===== config.mk =====
export PLATFORM = sky130hd
export DESIGN_NAME = smtp_reply_code_parser
export DESIGN_NICKNAME = d
export VERILOG_FILES = /design/src/hdl/srcp_pkg.sv /design/src/hdl/srcp_in_stage.sv /design/src/hdl/srcp_core.sv /design/src/hdl/smtp_reply_code_parser.sv
export SDC_FILE = /design/constraint.sdc
export NUM_CORES = 1
export LEC_CHECK = 0
export ABC_AREA = 0
export BUFFER_PORTS_ARGS = -buffer_cell sky130_fd_sc_hd__buf_2
export CAP_MARGIN = 30
export CORE_MARGIN = 2
export CORE_UTILIZATION = 49
export CTS_BUF_LIST = sky130_fd_sc_hd__clkbuf_4 sky130_fd_sc_hd__clkbuf_8
export CTS_CLUSTER_DIAMETER = 60
export DETAILED_ROUTE_END_ITERATION = 10
export GPL_TIMING_DRIVEN = 1
export PLACE_DENSITY = 0.66
export SYNTH_ARGS = -nofsm -noshare
export SYNTH_HDL_FRONTEND = slang
export SYNTH_SLANG_ARGS = --single-unit

===== constraint.sdc =====
create_clock -name clk -period 6.2 [get_ports clk]
set_clock_uncertainty 0.2 [all_clocks]
set_input_delay 0.93 -clock clk [delete_from_list [all_inputs] [get_ports clk]]
set_output_delay 0.93 -clock clk [all_outputs]
set_load 0.05 [all_outputs]

===== src/hdl/srcp_pkg.sv =====
// ----------------------------------------------------------------------------
// SMTP reply code parser package
// Shared types and constants for the reply code parser block.
// ----------------------------------------------------------------------------
package srcp_pkg;

  // Parse phase of the current reply line.
  typedef enum logic [1:0] {
    PH_SKIP = 2'd0,   // skipping toward the examined byte of a line
    PH_CONT = 2'd1,   // continuation line, waiting for its newline
    PH_LAST = 2'd2    // last line, waiting for the final newline
  } phase_t;

  localparam logic [7:0] CH_DASH  = 8'h2D;
  localparam logic [7:0] CH_NL    = 8'h0A;
  localparam logic [7:0] CH_ZERO  = 8'h30;
  localparam logic [7:0] CH_NINE  = 8'h39;

  localparam int unsigned CODE_W = 10;

  localparam logic [CODE_W-1:0] TRAIL_CODE = 10'd666;
  localparam logic [2:0]        SKIP_INIT  = 3'd3;
  localparam logic [1:0]        CODE_BYTES = 2'd3;

  // One received byte as held by the input stage.
  typedef struct packed {
    logic [7:0] rx_byte;
    logic       end_of_chunk;
  } item_t;

  // Result of processing one byte.
  typedef struct packed {
    logic              done;
    logic [CODE_W-1:0] reply_code;
    logic              trailing_error;
  } result_t;

  // Internal status exported for checking.
  typedef struct packed {
    logic       err_pend;
    logic [2:0] skip_left;
  } status_t;

endpackage


===== src/hdl/srcp_in_stage.sv =====
// ----------------------------------------------------------------------------
// Input stage
// Registers one incoming byte transaction and holds it until the core takes it.
// ----------------------------------------------------------------------------
module srcp_in_stage
  import srcp_pkg::*;
(
  input  logic       clk,
  input  logic       rst_n,
  input  logic       in_tvalid,
  output logic       in_tready,
  input  logic [7:0] in_tdata,
  input  logic       in_tlast,
  input  logic       take,
  output logic       item_vld,
  output item_t      item
);

  logic  vld_r;
  logic  vld_nxt;
  item_t item_r;

  // The stage can refill in the same cycle that the core empties it.
  assign in_tready = !vld_r || take;
  assign vld_nxt   = (vld_r && !take) || (in_tvalid && in_tready);

  always_ff @(posedge clk) begin
    if (!rst_n) begin
      vld_r <= 1'b0;
    end else begin
      vld_r <= vld_nxt;
    end
  end

  always_ff @(posedge clk) begin
    if (in_tvalid && in_tready) begin
      item_r.rx_byte      <= in_tdata;
      item_r.end_of_chunk <= in_tlast;
    end
  end

  assign item_vld = vld_r;
  assign item     = item_r;

endmodule


===== src/hdl/srcp_core.sv =====
// ----------------------------------------------------------------------------
// Parse core
// Holds the parse state, updated for one byte per cycle while take is high.
// ----------------------------------------------------------------------------
module srcp_core
  import srcp_pkg::*;
(
  input  logic    clk,
  input  logic    rst_n,
  input  logic    take,
  input  item_t   item,
  output result_t res,
  output status_t sts
);

  logic [CODE_W-1:0] code_value_r, code_value_nxt;
  logic [1:0]        bytes_seen_r, bytes_seen_nxt;
  logic              stopped_r, stopped_nxt;
  logic [2:0]        skip_left_r, skip_left_nxt;
  phase_t            phase_r, phase_nxt;
  logic              err_pend_r, err_pend_nxt;

  logic              is_digit;
  logic              is_nl;
  logic              done;
  logic [CODE_W-1:0] code_acc;

  assign is_digit = (item.rx_byte >= CH_ZERO) && (item.rx_byte <= CH_NINE);
  assign is_nl    = (item.rx_byte == CH_NL);

  // code * 10 + digit, wrapped to the code width.
  assign code_acc = {code_value_r[CODE_W-4:0], 3'b000}
                  + {code_value_r[CODE_W-2:0], 1'b0}
                  + {{(CODE_W-4){1'b0}}, item.rx_byte[3:0]};

  // Next state.
  always_comb begin
    code_value_nxt = code_value_r;
    bytes_seen_nxt = bytes_seen_r;
    stopped_nxt    = stopped_r;
    skip_left_nxt  = skip_left_r;
    phase_nxt      = phase_r;
    err_pend_nxt   = err_pend_r;
    done           = 1'b0;

    if (err_pend_r) begin
      // Discarding trailing bytes; the chunk end starts a fresh reply.
      if (item.end_of_chunk) begin
        err_pend_nxt   = 1'b0;
        code_value_nxt = '0;
        bytes_seen_nxt = '0;
        stopped_nxt    = 1'b0;
        skip_left_nxt  = SKIP_INIT;
        phase_nxt      = PH_SKIP;
      end
    end else begin
      if (bytes_seen_r < CODE_BYTES) begin
        if (!stopped_r && is_digit) begin
          code_value_nxt = code_acc;
        end else begin
          stopped_nxt = 1'b1;
        end
        bytes_seen_nxt = bytes_seen_r + 2'd1;
      end

      unique case (phase_r)
        PH_CONT: begin
          if (is_nl) begin
            skip_left_nxt = SKIP_INIT;
            phase_nxt     = PH_SKIP;
          end
        end
        PH_LAST: begin
          done = is_nl;
        end
        default: begin
          if (skip_left_r != 3'd0) begin
            skip_left_nxt = skip_left_r - 3'd1;
          end else if (item.rx_byte == CH_DASH) begin
            phase_nxt = PH_CONT;
          end else if (is_nl) begin
            done = 1'b1;
          end else begin
            phase_nxt = PH_LAST;
          end
        end
      endcase

      if (done) begin
        if (item.end_of_chunk) begin
          code_value_nxt = '0;
          bytes_seen_nxt = '0;
          stopped_nxt    = 1'b0;
          skip_left_nxt  = SKIP_INIT;
          phase_nxt      = PH_SKIP;
        end else begin
          err_pend_nxt = 1'b1;
        end
      end
    end
  end

  // Result for the byte at the core input.
  always_comb begin
    res.done           = done;
    res.trailing_error = !item.end_of_chunk;
    res.reply_code     = item.end_of_chunk ? code_value_nxt : TRAIL_CODE;
    if (item.end_of_chunk) begin
      // The reply restarts on this byte, so report the pre-restart value.
      res.reply_code = (bytes_seen_r < CODE_BYTES && !stopped_r && is_digit)
                     ? code_acc : code_value_r;
    end
  end

  assign sts.err_pend  = err_pend_r;
  assign sts.skip_left = skip_left_r;

  always_ff @(posedge clk) begin
    if (!rst_n) begin
      code_value_r <= '0;
      bytes_seen_r <= '0;
      stopped_r    <= 1'b0;
      skip_left_r  <= SKIP_INIT;
      phase_r      <= PH_SKIP;
      err_pend_r   <= 1'b0;
    end else if (take) begin
      code_value_r <= code_value_nxt;
      bytes_seen_r <= bytes_seen_nxt;
      stopped_r    <= stopped_nxt;
      skip_left_r  <= skip_left_nxt;
      phase_r      <= phase_nxt;
      err_pend_r   <= err_pend_nxt;
    end
  end

endmodule


===== src/hdl/smtp_reply_code_parser.sv =====
// ----------------------------------------------------------------------------
// SMTP reply code parser
// Parses a stream of reply bytes and reports the reply code of each reply.
// ----------------------------------------------------------------------------
//
//   Channel  Role    Ports                        Content
//   in_      slave   tvalid tready tdata tlast    reply byte; tlast marks chunk end
//   out_     master  tvalid tready tdata tuser    reply code; tuser = trailing error
//
// One byte is accepted every cycle while the result side keeps up. A byte
// is held in the input register while the parse core processes it, and
// its result is loaded into the output register when the core takes the
// byte; the output register offers it. Reset is synchronous and active
// low; it clears all control state and the parse state. When the output
// register holds a result that is not taken, the core stalls, and a byte
// held in the input register stays there with in_tready low.
//
// The parser skips three bytes into each line and examines the fourth. A
// dash there marks a continuation line, which ends at its newline; any other
// byte marks the last line, complete at its newline. The leading decimal
// digits among the first three bytes of the reply form the code. If the reply
// completes on a byte that is not the last of its chunk, the result carries
// code 666 with the trailing error flag set, and the remaining bytes of the
// chunk are dropped.
// ----------------------------------------------------------------------------
module smtp_reply_code_parser
  import srcp_pkg::*;
(
  input  logic        clk,
  input  logic        rst_n,
  // Input transaction.
  input  logic        in_tvalid,
  output logic        in_tready,
  input  logic [7:0]  in_tdata,   // [7:0] rx_byte
  input  logic        in_tlast,   // end_of_chunk
  // Result transaction.
  output logic        out_tvalid,
  input  logic        out_tready,
  output logic [15:0] out_tdata,  // [9:0] reply_code, [15:10] zero
  output logic [0:0]  out_tuser   // [0] trailing_error
);

  logic    item_vld;
  item_t   item;
  logic    take;
  result_t res;
  status_t sts;

  logic              out_vld_r, out_vld_nxt;
  logic [CODE_W-1:0] out_code_r;
  logic              out_err_r;

  // A held byte advances the core whenever the output register has room.
  assign take = item_vld && (!out_vld_r || out_tready);

  srcp_in_stage u_in_stage (
    .clk       (clk),
    .rst_n     (rst_n),
    .in_tvalid (in_tvalid),
    .in_tready (in_tready),
    .in_tdata  (in_tdata),
    .in_tlast  (in_tlast),
    .take      (take),
    .item_vld  (item_vld),
    .item      (item)
  );

  srcp_core u_core (
    .clk   (clk),
    .rst_n (rst_n),
    .take  (take),
    .item  (item),
    .res   (res),
    .sts   (sts)
  );

  // Output register: loaded by a completing byte, emptied by the consumer.
  assign out_vld_nxt = (take && res.done) || (out_vld_r && !out_tready);

  always_ff @(posedge clk) begin
    if (!rst_n) begin
      out_vld_r <= 1'b0;
    end else begin
      out_vld_r <= out_vld_nxt;
    end
  end

  always_ff @(posedge clk) begin
    if (take && res.done) begin
      out_code_r <= res.reply_code;
      out_err_r  <= res.trailing_error;
    end
  end

  assign out_tvalid   = out_vld_r;
  assign out_tdata    = {6'b000000, out_code_r};
  assign out_tuser[0] = out_err_r;

`ifndef SYNTHESIS
  // A trailing error result always carries the fixed error code.
  a_trail_code: assert property (@(posedge clk) disable iff (!rst_n)
    out_tvalid && out_tuser[0] |-> out_tdata[9:0] == TRAIL_CODE)
    else $error("trailing error result without error code");

  // No reply completes while trailing bytes are being discarded.
  a_no_done_in_discard: assert property (@(posedge clk) disable iff (!rst_n)
    item_vld && sts.err_pend |-> !res.done)
    else $error("result produced while discarding trailing bytes");

  // The skip counter never exceeds its start value.
  a_skip_range: assert property (@(posedge clk) disable iff (!rst_n)
    sts.skip_left <= SKIP_INIT)
    else $error("skip counter out of range");

  // A byte the core does not take stays in the input register.
  a_hold_item: assert property (@(posedge clk) disable iff (!rst_n)
    item_vld && !take |=> item_vld && $stable(item))
    else $error("input item lost while stalled");
`endif

endmodule


### Word-level counts from Yosys, hierarchy flattened

Index checks and enable logic that the tools add are counted.

* add/sub/neg operators: 4
* $mul: 0
* divide/modulo/power cells: 0
* magnitude comparators: 3
* equal/unequal tests: 5
* shift-type cells: 0
* multiplexer cells: 42
* bitwise operators: 0
* reduce and logical (&&, ||, !) cells: 21

Operators with widths (count)
* $mux W10: 7
* $mux W2: 12
* $mux W3: 6
* $mux W1: 14
* $add A10 B10 Y10: 1
* $add A10 B4 Y10: 1
* $logic_and A1 B1 Y1: 9
* $eq A8 B4 Y1 const B: 1
* $eq A8 B6 Y1 const B: 1
* $ge A8 B6 Y1 const B: 1
* $le A8 B6 Y1 const B: 1
* $logic_not A1 Y1: 6
* $pmux W3 S2: 1
* $logic_or A1 B1 Y1: 4
* $pmux W2 S2: 1
* $reduce_bool A3 Y1: 1
* $sub A3 B1 Y3 const B: 1
* $add A2 B1 Y2 const B: 1
* $eq A2 B1 Y1 const B: 1
* $eq A2 B2 Y1 const B: 1
* $lt A2 B2 Y1 const B: 1
* $ne A2 B2 Y1 const B: 1
* $pmux W1 S2: 1
* $reduce_and A2 Y1: 1

* register bits: 41
* latch bits: 0
* RAM bits: 0
* memory bits (read-only): 0
* bits of input ports: 13
* output and inout port bits: 19
* memories: 0

### Depth between registers and ports, before layout

Gate-level depths: netlist (run 1).

* depth in word-level cells: 9
* gate-level depth with buffers: 9
* gate-level depth less buffers: 9

### By module

A second synthesis (run 1) with hierarchy kept.

* cell total of the unflattened synthesis: 237
* area total of the unflattened synthesis: 2563.7 um^2

Modules (own cells, without submodules)
* srcp_core: times used 1, cells an instance 199, area each 1783.0 um^2, sequential area each 380.4 um^2
* smtp_reply_code_parser: times used 1, cells an instance 24, area each 452.9 um^2, sequential area each 350.3 um^2
* srcp_in_stage: times used 1, cells an instance 14, area each 327.8 um^2, sequential area each 290.3 um^2

### Worst setup path after synthesis (run 1)

Ideal clock, no wire load.

* kind: flip-flop to flip-flop
* start: reg u_in_stage.item_r (netlist bit u_in_stage.item[4])
* end: reg out_code_r[8] (data pin)
* arrival: 2.414 ns
* slack: 3.445 ns
* stages on the path, launching flop included: 10
* buffers on the path: 0
* clock period less this slack: 2.755 ns
* cells stage by stage: edfxtp_1 > inv_1 > fa_1 > inv_1 > fa_1 > a211o_1 > a2111o_1 > o311ai_0 > mux2i_1 > nor2_1

* cells in the longest elaborated chain, start to end: 4
* elaborated cells on any way between the ends: 6
* classes of those cells: add/sub (1); order compare (2); mux (1); reduce/logical (2)

RTL lines
* start: declaration: line srcp_in_stage.sv:21 `item_t item_r;`
* $ge A8 B6 Y1 / $le A8 B6 Y1 (equally long branches): line srcp_core.sv:28 `assign is_digit = (item.rx_byte >= CH_ZERO) && (item.rx_byte <= CH_NINE);`
* $logic_and A1 B1 Y1: line srcp_core.sv:28
* $logic_and A1 B1 Y1: line srcp_core.sv:110 `res.reply_code = (bytes_seen_r < CODE_BYTES && !stopped_r && is_digit)`
* $mux W10 *: line srcp_core.sv:111 `? code_acc : code_value_r;`
* end signal: assignment: line smtp_reply_code_parser.sv:90 `out_code_r <= res.reply_code;`
* end: declaration: line smtp_reply_code_parser.sv:50 `logic [CODE_W-1:0] out_code_r;`

Every way passes the cells marked *; elsewhere a longest branch is shown, timed or not.
A chain may end at the register's enable or synchronous reset.

### Worst setup path after layout (run 1)

* start: reg u_core.code_value_r[0]
* end: reg out_code_r[8] (data pin)

* cells in the longest elaborated chain, start to end: 3

RTL lines
* start: declaration: line srcp_core.sv:16 `logic [CODE_W-1:0] code_value_r, code_value_nxt;`
* start signal: assignment: line srcp_core.sv:127 `code_value_r <= code_value_nxt;`
* $add A10 B10 Y10: line srcp_core.sv:33 `+ {code_value_r[CODE_W-2:0], 1'b0}`
* $add A10 B4 Y10: line srcp_core.sv:34 `+ {{(CODE_W-4){1'b0}}, item.rx_byte[3:0]};`
* $mux W10: line srcp_core.sv:111

No other way between the ends.

==> results of run 1 <==
## state kept, by name (all words and copies together) (netlist names), 2 cells and up
name,count
u_core.phase_r,2
out_code_r,10
u_core.skip_left_r,3
u_core.bytes_seen_r,2
u_in_stage.item,9
u_core.code_value_r,10
## power breakdown
part / leakage (nW) / internal, mW / switching [mW]
registers: 0.359 / 0.291 / 0.00791
clock network: 0.0467 / 0.0872 / 0.0880
logic: 0.681 / 0.0139 / 0.0312
total: 1.09 / 0.392 / 0.127
## how the worst min path moves through the flow
stage	endpoint	slack, ns	cells past startpoint
floorplan	u_core.code_value_r[9]$_SDFFE_PN0P_	0.25	2
detailed placement	u_core.code_value_r[9]$_SDFFE_PN0P_	0.27	2
finish	u_core.code_value_r[9]$_SDFFE_PN0P_	0.28	2
CTS	u_core.code_value_r[9]$_SDFFE_PN0P_	0.28	2
global route	u_core.code_value_r[9]$_SDFFE_PN0P_	0.31	2
global placement	u_core.code_value_r[9]$_SDFFE_PN0P_	0.27	2
## Yosys cell counts (all sizes together), types with 4 or more instances
cell / instances
buf: 7
nand2b: 4
a21oi: 23
clkbuf: 5
o21ai: 14
nand3: 6
mux2i: 7
ha: 18
inv: 16
o32ai: 4
edfxtp: 20
o21a: 4
dfxtp: 21
nor2: 17
xnor2: 5
nand2: 32
## cells by family after synthesis
| group | share of synthesized area [%] |
|---|---|
| XOR/XNOR | 2.86 |
| multiplexers | 3.32 |
| buffers and inverters | 5.67 |
| flip-flops | 41.7 |
| other | 0.153 |
| AO/OA/AOI/OAI | 18.9 |
| adder cells (fa/ha/maj) | 10.8 |
| AND/OR/NAND/NOR | 16.6 |
## metrics by stage
stage	power, mW	cell area [sq um]
floorplan	0.340	2470
global placement	0.350	2600
detailed placement	0.350	2600
CTS	0.524	2690
global route	0.540	2690
finish	0.520	2690
## metal layers
metal,vias up,share of wire [%],wire length (microns)
met5,-,0,0
met4,0,1.2,57
li1,931,-,-
met3,6,4.7,229
met2,49,44,2130
met1,835,51,2470
## critical path: cells and delay by family (launching register included)
family                   cells  cell delay (ns)
buffers and inverters        2             0.16
adder cells (fa/ha/maj)      2             0.99
flip-flops                   1             0.36
multiplexers                 1             0.15
AO/OA/AOI/OAI                3             0.84
AND/OR/NAND/NOR              1             0.11
## area by class of cell
| class | instances | area [sq um] |
|---|---|---|
| fill | 455 | 2100 |
| inverter | 17 | 63.8 |
| clock buffer | 7 | 83.8 |
| clock inverter | 1 | 3.75 |
| tap | 67 | 83.8 |
| timing repair buffer | 25 | 125 |
| sequential | 41 | 1020 |
| multi-input combinational | 184 | 1310 |
==> flow_summary.ini, run 1 <==
[synthesis]
yosys.area.top_type = edfxtp_1
synth_flop_cell = dfxtp_1
synth_cells = 249
synth_warnings = 0
synth_top_area_share_pct = 24.5
avgSynthCellArea_sq_um = 9.83
synth_edf_count = 20
async_reset_ff_share_pct = 0
syn_area_sq_um = 2450
synth-seq-cells = 41
ys_types = 54
yosysSeqAreaShare_pct = 41.7
synthTopCellsByArea = edfxtp_1 25%, dfxtp_1 17%, ha_1 9.2%

[grt]
grt_pass1_wl_microns = 7930
grt_max_degree = 17
met2_usage_pct = 28.8
use_met3_pct = 3.88
grt_overflow = 0
grt_pass1_vias = 1621
grt-busiest-layer = met2
gr-usage-met1_pct = 27.7
grt_usage_pct = 19.0
antenna_found_initial = 0

[sta]
setup_viol = 0
fin_crit_ns = 2.96
setup_ws_ns = 3.24
hold_viol = 0
slew_headroom_pct = 39.3
finalCritPeriodShare_pct = 47.8
holdWs_ns = 0.283
drv_slew = 0
fmax_mhz = 338
tns_ns = 0
worst_slew_pin_slew_ns = 0.907
rsz0062_at_grt = false

[route]
final_antenna_net_count = 0
first_pass_iters = 4
via_per_inst = 5.32
num_vias = 1821
drc = 0
wl_per_cell_microns = 14.3
drtIter0Drc = 196
wl_microns = 4890

[worst_setup_path]
path_max_fanout = 3
cp_data_arrival_time_ns = 2.91
path_cells = inv_1, fa_1, inv_1, fa_1, a211o_1, a2111o_1, o311ai_0, mux2i_1, nor2_1
max_stage_delay_ns = 0.51
r2r_slack_ns = 3.24
crit_path_start_kind = flip-flop
critical-path-slowest-cell = fa_1
reg2reg_depth = 9
crit_required_ns = 6.15
critPathLaunch = u_core.code_value_r[0]$_SDFFE_PN0P_
r2r_start = u_core.code_value_r[0]$_SDFFE_PN0P_
critPathKind = flip-flop to flip-flop
r2r-end = out_code_r[8]$_SDFFCE_PN0P_
cp-end-kind = flip-flop
critPathCapture = out_code_r[8]$_SDFFCE_PN0P_

[floorplanning]
ioPinCount = 32
die_y_microns = 74.7
die_area_sq_um = 5580
core_sq_um = 4790
start_util_pct = 51.2
die_w_microns = 74.7
rows = 25

[clocking]
cts_inserted_buffers = 5
clockRootBuffer = clkbuf_8
hold_buffers = 0
clock_path_buffers = 2
clock_sinks = 41
clk_latency_ns = 0.29
htree_levels = 2
cts_tree = yes
clkTransAtPathRegs_ns = 0.08
post_cts_buffers = 0
cts_resized = 0

[min_path]
worstHoldStart = u_core.code_value_r[9]$_SDFFE_PN0P_
min_path_type = flip-flop to flip-flop

[run_status]
status = complete, no violations

[final_layout]
num-nets-final = 307
final_common_cell = nand2_1
drive_gt1_share_pct = 17.1
area_growth_pct = 9.81
n_antenna_cell = 0
layout_common_cells = 31 x nand2_1, 25 x buf_2, 22 x a21oi_1
final_util_pct = 56.2
stdcell_count = 342

[power]
total_leakage_power_nw = 1.09
ir_worst_vdd_mv = 0.161
p_per_area_nw_per_um2 = 193

[placement]
io_buffers = 25
gp_congestion = 0.817
dp.cells = 334
hpwl_microns = 3630
dp_slack_ns = 3.27

[job]
maxCapViolCount = 0
Note: power is estimated with default switching activity, not from simulation.
==> run 2: changes to the inputs <==
ABC_AREA = 1   (was 0)
clock period = 3 ns   (was 6.2 ns; I/O delays follow)
==> run 2 against run 1 <==
  * Global-route usage decreased by 0.30 points
  * Combinational power increased to 2.8 times the previous value
  * Register-to-register slack got worse by 2.7 ns
  * Sequential share of layout area decreased by 1.3 points
  * Maximum frequency increased by 19%
  * Highest routed layer unchanged
==> flow_summary.ini, run 2 <==
[run_status]
status = complete, no violations

[clocking]
clk_latency_ns = 0.29
htree_levels = 2
cts_inserted_buffers = 5
clkTransAtPathRegs_ns = 0.07
clockRootBuffer = clkbuf_8
cts_tree = yes
clock_sinks = 41
post_cts_buffers = 0
cts_resized = 0
hold_buffers = 0
clock_path_buffers = 2

[min_path]
min_path_type = primary input to flip-flop

[grt]
antenna_found_initial = 0
grt_overflow = 0
grt_pass1_vias = 1827
grt_pass1_wl_microns = 8020
grt_max_degree = 19
grt_usage_pct = 18.7

[route]
drc = 0
drtIter0Drc = 141
wl_microns = 4780
first_pass_iters = 4
via_per_inst = 4.87
final_antenna_net_count = 0
wl_per_cell_microns = 11.0
num_vias = 2112

[floorplanning]
start_util_pct = 49.8
die_area_sq_um = 5720
ioPinCount = 32
die_y_microns = 75.6
rows = 26
core_sq_um = 5040
die_w_microns = 75.6

[worst_setup_path]
critPathKind = flip-flop to flip-flop
cp-end-kind = flip-flop
crit_path_start_kind = flip-flop
path_max_fanout = 3
crit_required_ns = 2.85
cp_data_arrival_time_ns = 2.34

[sta]
slew_headroom_pct = 61.9
hold_viol = 0
worst_slew_pin_slew_ns = 0.567
setup_viol = 0
rsz0062_at_grt = false
fmax_mhz = 401
fin_crit_ns = 2.49
tns_ns = 0
drv_slew = 0
finalCritPeriodShare_pct = 83.1

[final_layout]
drive_gt1_share_pct = 13.5
layout_common_cells = 103 x nand2_1, 50 x inv_1, 28 x a21oi_1
final_common_cell = nand2_1
num-nets-final = 396
multi_input_area_sq_um = 1220
fill_cells = 488
stdcell_count = 434
n_antenna_cell = 0
area_growth_pct = 10.9
largestRegisters = out_code_r (10), u_core.code_value_r (10), u_in_stage.item (9)
seq_area_sq_um = 1020

[synthesis]
synth_cells = 336
synthTopCellsByArea = edfxtp_1 24%, dfxtp_1 17%, nand2_1 15%
async_reset_ff_share_pct = 0
synth_warnings = 0
synth_top_area_share_pct = 23.9
syn_area_sq_um = 2510
synth_common_cells = 103 x nand2_1, 50 x inv_1, 28 x a21oi_1
yosysMostFrequentCell = nand2_1
synth-seq-cells = 41
yosysSeqAreaShare_pct = 40.6
synth_flop_cell = dfxtp_1
synth_edf_count = 20
avgSynthCellArea_sq_um = 7.48
yosys.area.top_type = edfxtp_1
ys_types = 31

[power]
ir_worst_vdd_mv = 0.249
p_per_area_nw_per_um2 = 425
total_leakage_power_nw = 1.37

[placement]
hpwl_microns = 3730
io_buffers = 25
gp_congestion = 0.850
dp.cells = 426

[job]
maxCapViolCount = 0
## run 2: changes by cell type after synthesis, sizes merged, moves of 5 or more
cell	change
a21oi	+5
inv	+38
mux2i	-7
nand2	+75
nand3	+19
nor2	+10
## run 2: layer usage
metal	GRT usage, %	up-vias	wire length, microns
li1	-	1108	-
met4	6.43	0	83
met3	3.97	8	196
met5	0	-	0
met1	25.9	944	2370
met2	29.3	52	2130
## run 2: logic make-up after synthesis
family | Yosys count | synth area share [%]
AND/OR/NAND/NOR | 163 | 27.5
buffers and inverters | 67 | 11.6
AO/OA/AOI/OAI | 42 | 8.86
flip-flops | 41 | 40.6
adder cells (fa/ha/maj) | 20 | 10.6
XOR/XNOR | 2 | 0.697
other | 1 | 0.149
## run 2: critical path, cell delays in order, from the launching register on
cell,delay (ns)
edfxtp_1,0.37
inv_1,0.08
fa_1,0.53
inv_1,0.07
fa_1,0.47
xnor2_1,0.14
o21ai_0,0.11
or2_2,0.28
## run 2: area by class of cell
type | instances | share of cell area, %
Inverter | 55 | 7.50
Clock buffer | 6 | 2.74
Sequential cell | 41 | 36.6
Multi-Input combinational cell | 233 | 43.7
Timing Repair Buffer | 27 | 5.03
Clock inverter | 2 | 1.21
Tap cell | 70 | 3.14
## run 2: final timing paths
check	depth (start not counted)	from	to	slack [ns]
min	1	in_tdata[0]	u_in_stage.item[1]$_DFFE_PP_	0.13
max reg2reg	7	u_in_stage.item[4]$_DFFE_PP_	out_code_r[4]$_SDFFCE_PN1P_	0.51
max	7	u_in_stage.item[4]$_DFFE_PP_	out_code_r[4]$_SDFFCE_PN1P_	0.51
min reg2reg	2	u_core.code_value_r[9]$_SDFFE_PN0P_	u_core.code_value_r[9]$_SDFFE_PN0P_	0.28
## run 2: through the flow
stage                     power (mW)  hold WS [ns]  cell area, sq um  setup WS (ns)  utilization (%)
after floorplan                0.736         0.245              2530          0.587                -
after global placement         0.759         0.253              2680          0.522             53.1
after detailed placement       0.760         0.268              2680          0.509             53.1
after CTS                       1.19         0.126              2790          0.504             55.3
after global routing            1.23         0.117              2790          0.310             55.3
final                           1.18         0.132              2790          0.508             55.3
## run 2: power by group
| group | internal [mW] | switching (mW) |
|---|---|---|
| sequential | 0.604 | 0.0145 |
| combinational | 0.0401 | 0.0883 |
| clock | 0.255 | 0.183 |
| total | 0.899 | 0.286 |
==> run 3: changes to the inputs <==
PLACE_DENSITY = 0.69   (was 0.66)
clock period = 2.2 ns   (was 3 ns; I/O delays follow)
==> run 3 against run 2 <==
  * The flow now finishes with violations (negative setup slack)
  * Via count is 0.38% higher
  * Clock power is 45% higher
  * Maximum frequency is 8.8% higher
  * Sequential power is 36% higher
  * Critical path type unchanged
==> flow_summary.ini, run 3 (synthesized netlist as in run 2, its figures left out) <==
[sta]
fin_crit_ns = 2.29
drv_slew = 0
hold_viol = 0
rsz0062_at_grt = true
tns_ns = -0.246
setup_ws_ns = -0.0896
finalCritPeriodShare_pct = 104
fmax_mhz = 437
setup_viol = 6

[final_layout]
layout_common_cells = 101 x nand2_1, 47 x inv_1, 26 x a21oi_1
final_common_cell = nand2_1
largestRegisters = out_code_r (10), u_core.code_value_r (10), u_in_stage.item (9)
fin_area_sq_um = 3000
num-nets-final = 409
stdcell_count = 447
drive_gt1_share_pct = 22.5
area_growth_pct = 19.6
final_util_pct = 59.6
n_antenna_cell = 0

[run_status]
violations = negative setup slack
status = finished with violations

[route]
first_pass_iters = 6
final_antenna_net_count = 0
via_per_inst = 4.74
drtIter0Drc = 119
wl_per_cell_microns = 11.3
wl_microns = 5060
num_vias = 2120
drc = 0

[power]
total_leakage_power_nw = 1.48
p_per_area_nw_per_um2 = 557
ir_worst_vdd_mv = 0.300
fin_total_pwr_mw = 1.67

[floorplanning]
die_area_sq_um = 5720
die_y_microns = 75.6
ioPinCount = 32
start_util_pct = 49.8
rows = 26
die_w_microns = 75.6
core_sq_um = 5040

[clocking]
clockRootBuffer = clkbuf_8
clock_sinks = 41
clock_path_buffers = 2
cts_tree = yes
hold_buffers = 0
clkTransAtPathRegs_ns = 0.07
cts_inserted_buffers = 5
htree_levels = 2
clk_latency_ns = 0.29

[placement]
dp.cells = 437
gp_congestion = 0.921
io_buffers = 25
hpwl_microns = 3720
placed_area_sq_um = 2790

[grt]
grt_usage_pct = 19.4
antenna_found_initial = 0
grt_pass1_vias = 1903
grt_overflow = 0
grt_pass1_wl_microns = 8420
grt_max_degree = 15

[worst_setup_path]
cp-end-kind = flip-flop
crit_path_start_kind = flip-flop
path_max_fanout = 3
crit_required_ns = 2.05
cp_data_arrival_time_ns = 2.14
critPathKind = flip-flop to flip-flop

[min_path]
min_path_type = primary input to flip-flop

[job]
maxCapViolCount = 0
==> run 3: cell count changes in the layout (fill, tap and decap cells not counted), sizes merged <==
cell / previous run / this run
clkinv: 2 / 1
clkbuf: 6 / 7
buf: 27 / 40
==> run 3: path summary, 6_finish.rpt <==
path	slack, ns	endpoint	depth (start not counted)	startpoint
worst max-delay path	-0.09	out_code_r[4]$_SDFFCE_PN1P_	7	u_core.code_value_r[2]$_SDFFE_PN0P_
worst min-delay path	0.01	u_in_stage.item[3]$_DFFE_PP_	1	in_tdata[2]
worst min register to register	0.27	u_core.code_value_r[9]$_SDFFE_PN0P_	2	u_core.code_value_r[9]$_SDFFE_PN0P_
worst max register to register	-0.09	out_code_r[4]$_SDFFCE_PN1P_	7	u_core.code_value_r[2]$_SDFFE_PN0P_
==> run 3: worst max-delay path: stages, from the launching register on <==
cell and delay [ns]:
dfxtp_2 0.34, inv_2 0.04, fa_1 0.54, inv_2 0.06, fa_2 0.39, xnor2_2 0.18
o21ai_2 0.07, or2_4 0.22
==> run 3: metrics by stage <==
| step | worst slack [ns] | hold slack, ns |
|---|---|---|
| floorplan | 0.00393 | 0.229 |
| global placement | -0.0425 | 0.257 |
| detailed placement | -0.0587 | 0.261 |
| CTS | -0.0647 | 0.00458 |
| global route | -0.156 | 0.000237 |
| finish | -0.0896 | 0.0131 |
==> run 3: layout make-up <==
type	count	area (sq um)
multi-input cells	233	1310
well taps	70	87.6
fillers	440	2040
flip-flops and latches	41	1020
repair buffers	40	250
clock buffers	7	90.1
inverters	55	209
clock inverters	1	30.0
==> run 3: per-layer routing <==
metal	GRT usage, %	wire length, microns
met5	0	0
met4	6.43	67
met3	4.10	245
met2	32.7	2470
met1	24.8	2270
==> run 3: power by group <==
part	internal (mW)	switching, mW	leakage [nW]
registers	0.824	0.0206	0.371
logic	0.0680	0.127	1.05
clock network	0.382	0.252	0.0619
total	1.27	0.400	1.48
==> run 3: what timing repair did <==
item                                    in CTS  in global routing
gates resized for setup                      7                 12
setup buffers                                1                  1
pin swaps                                    2                  3
endpoints found under the setup margin      10                 13
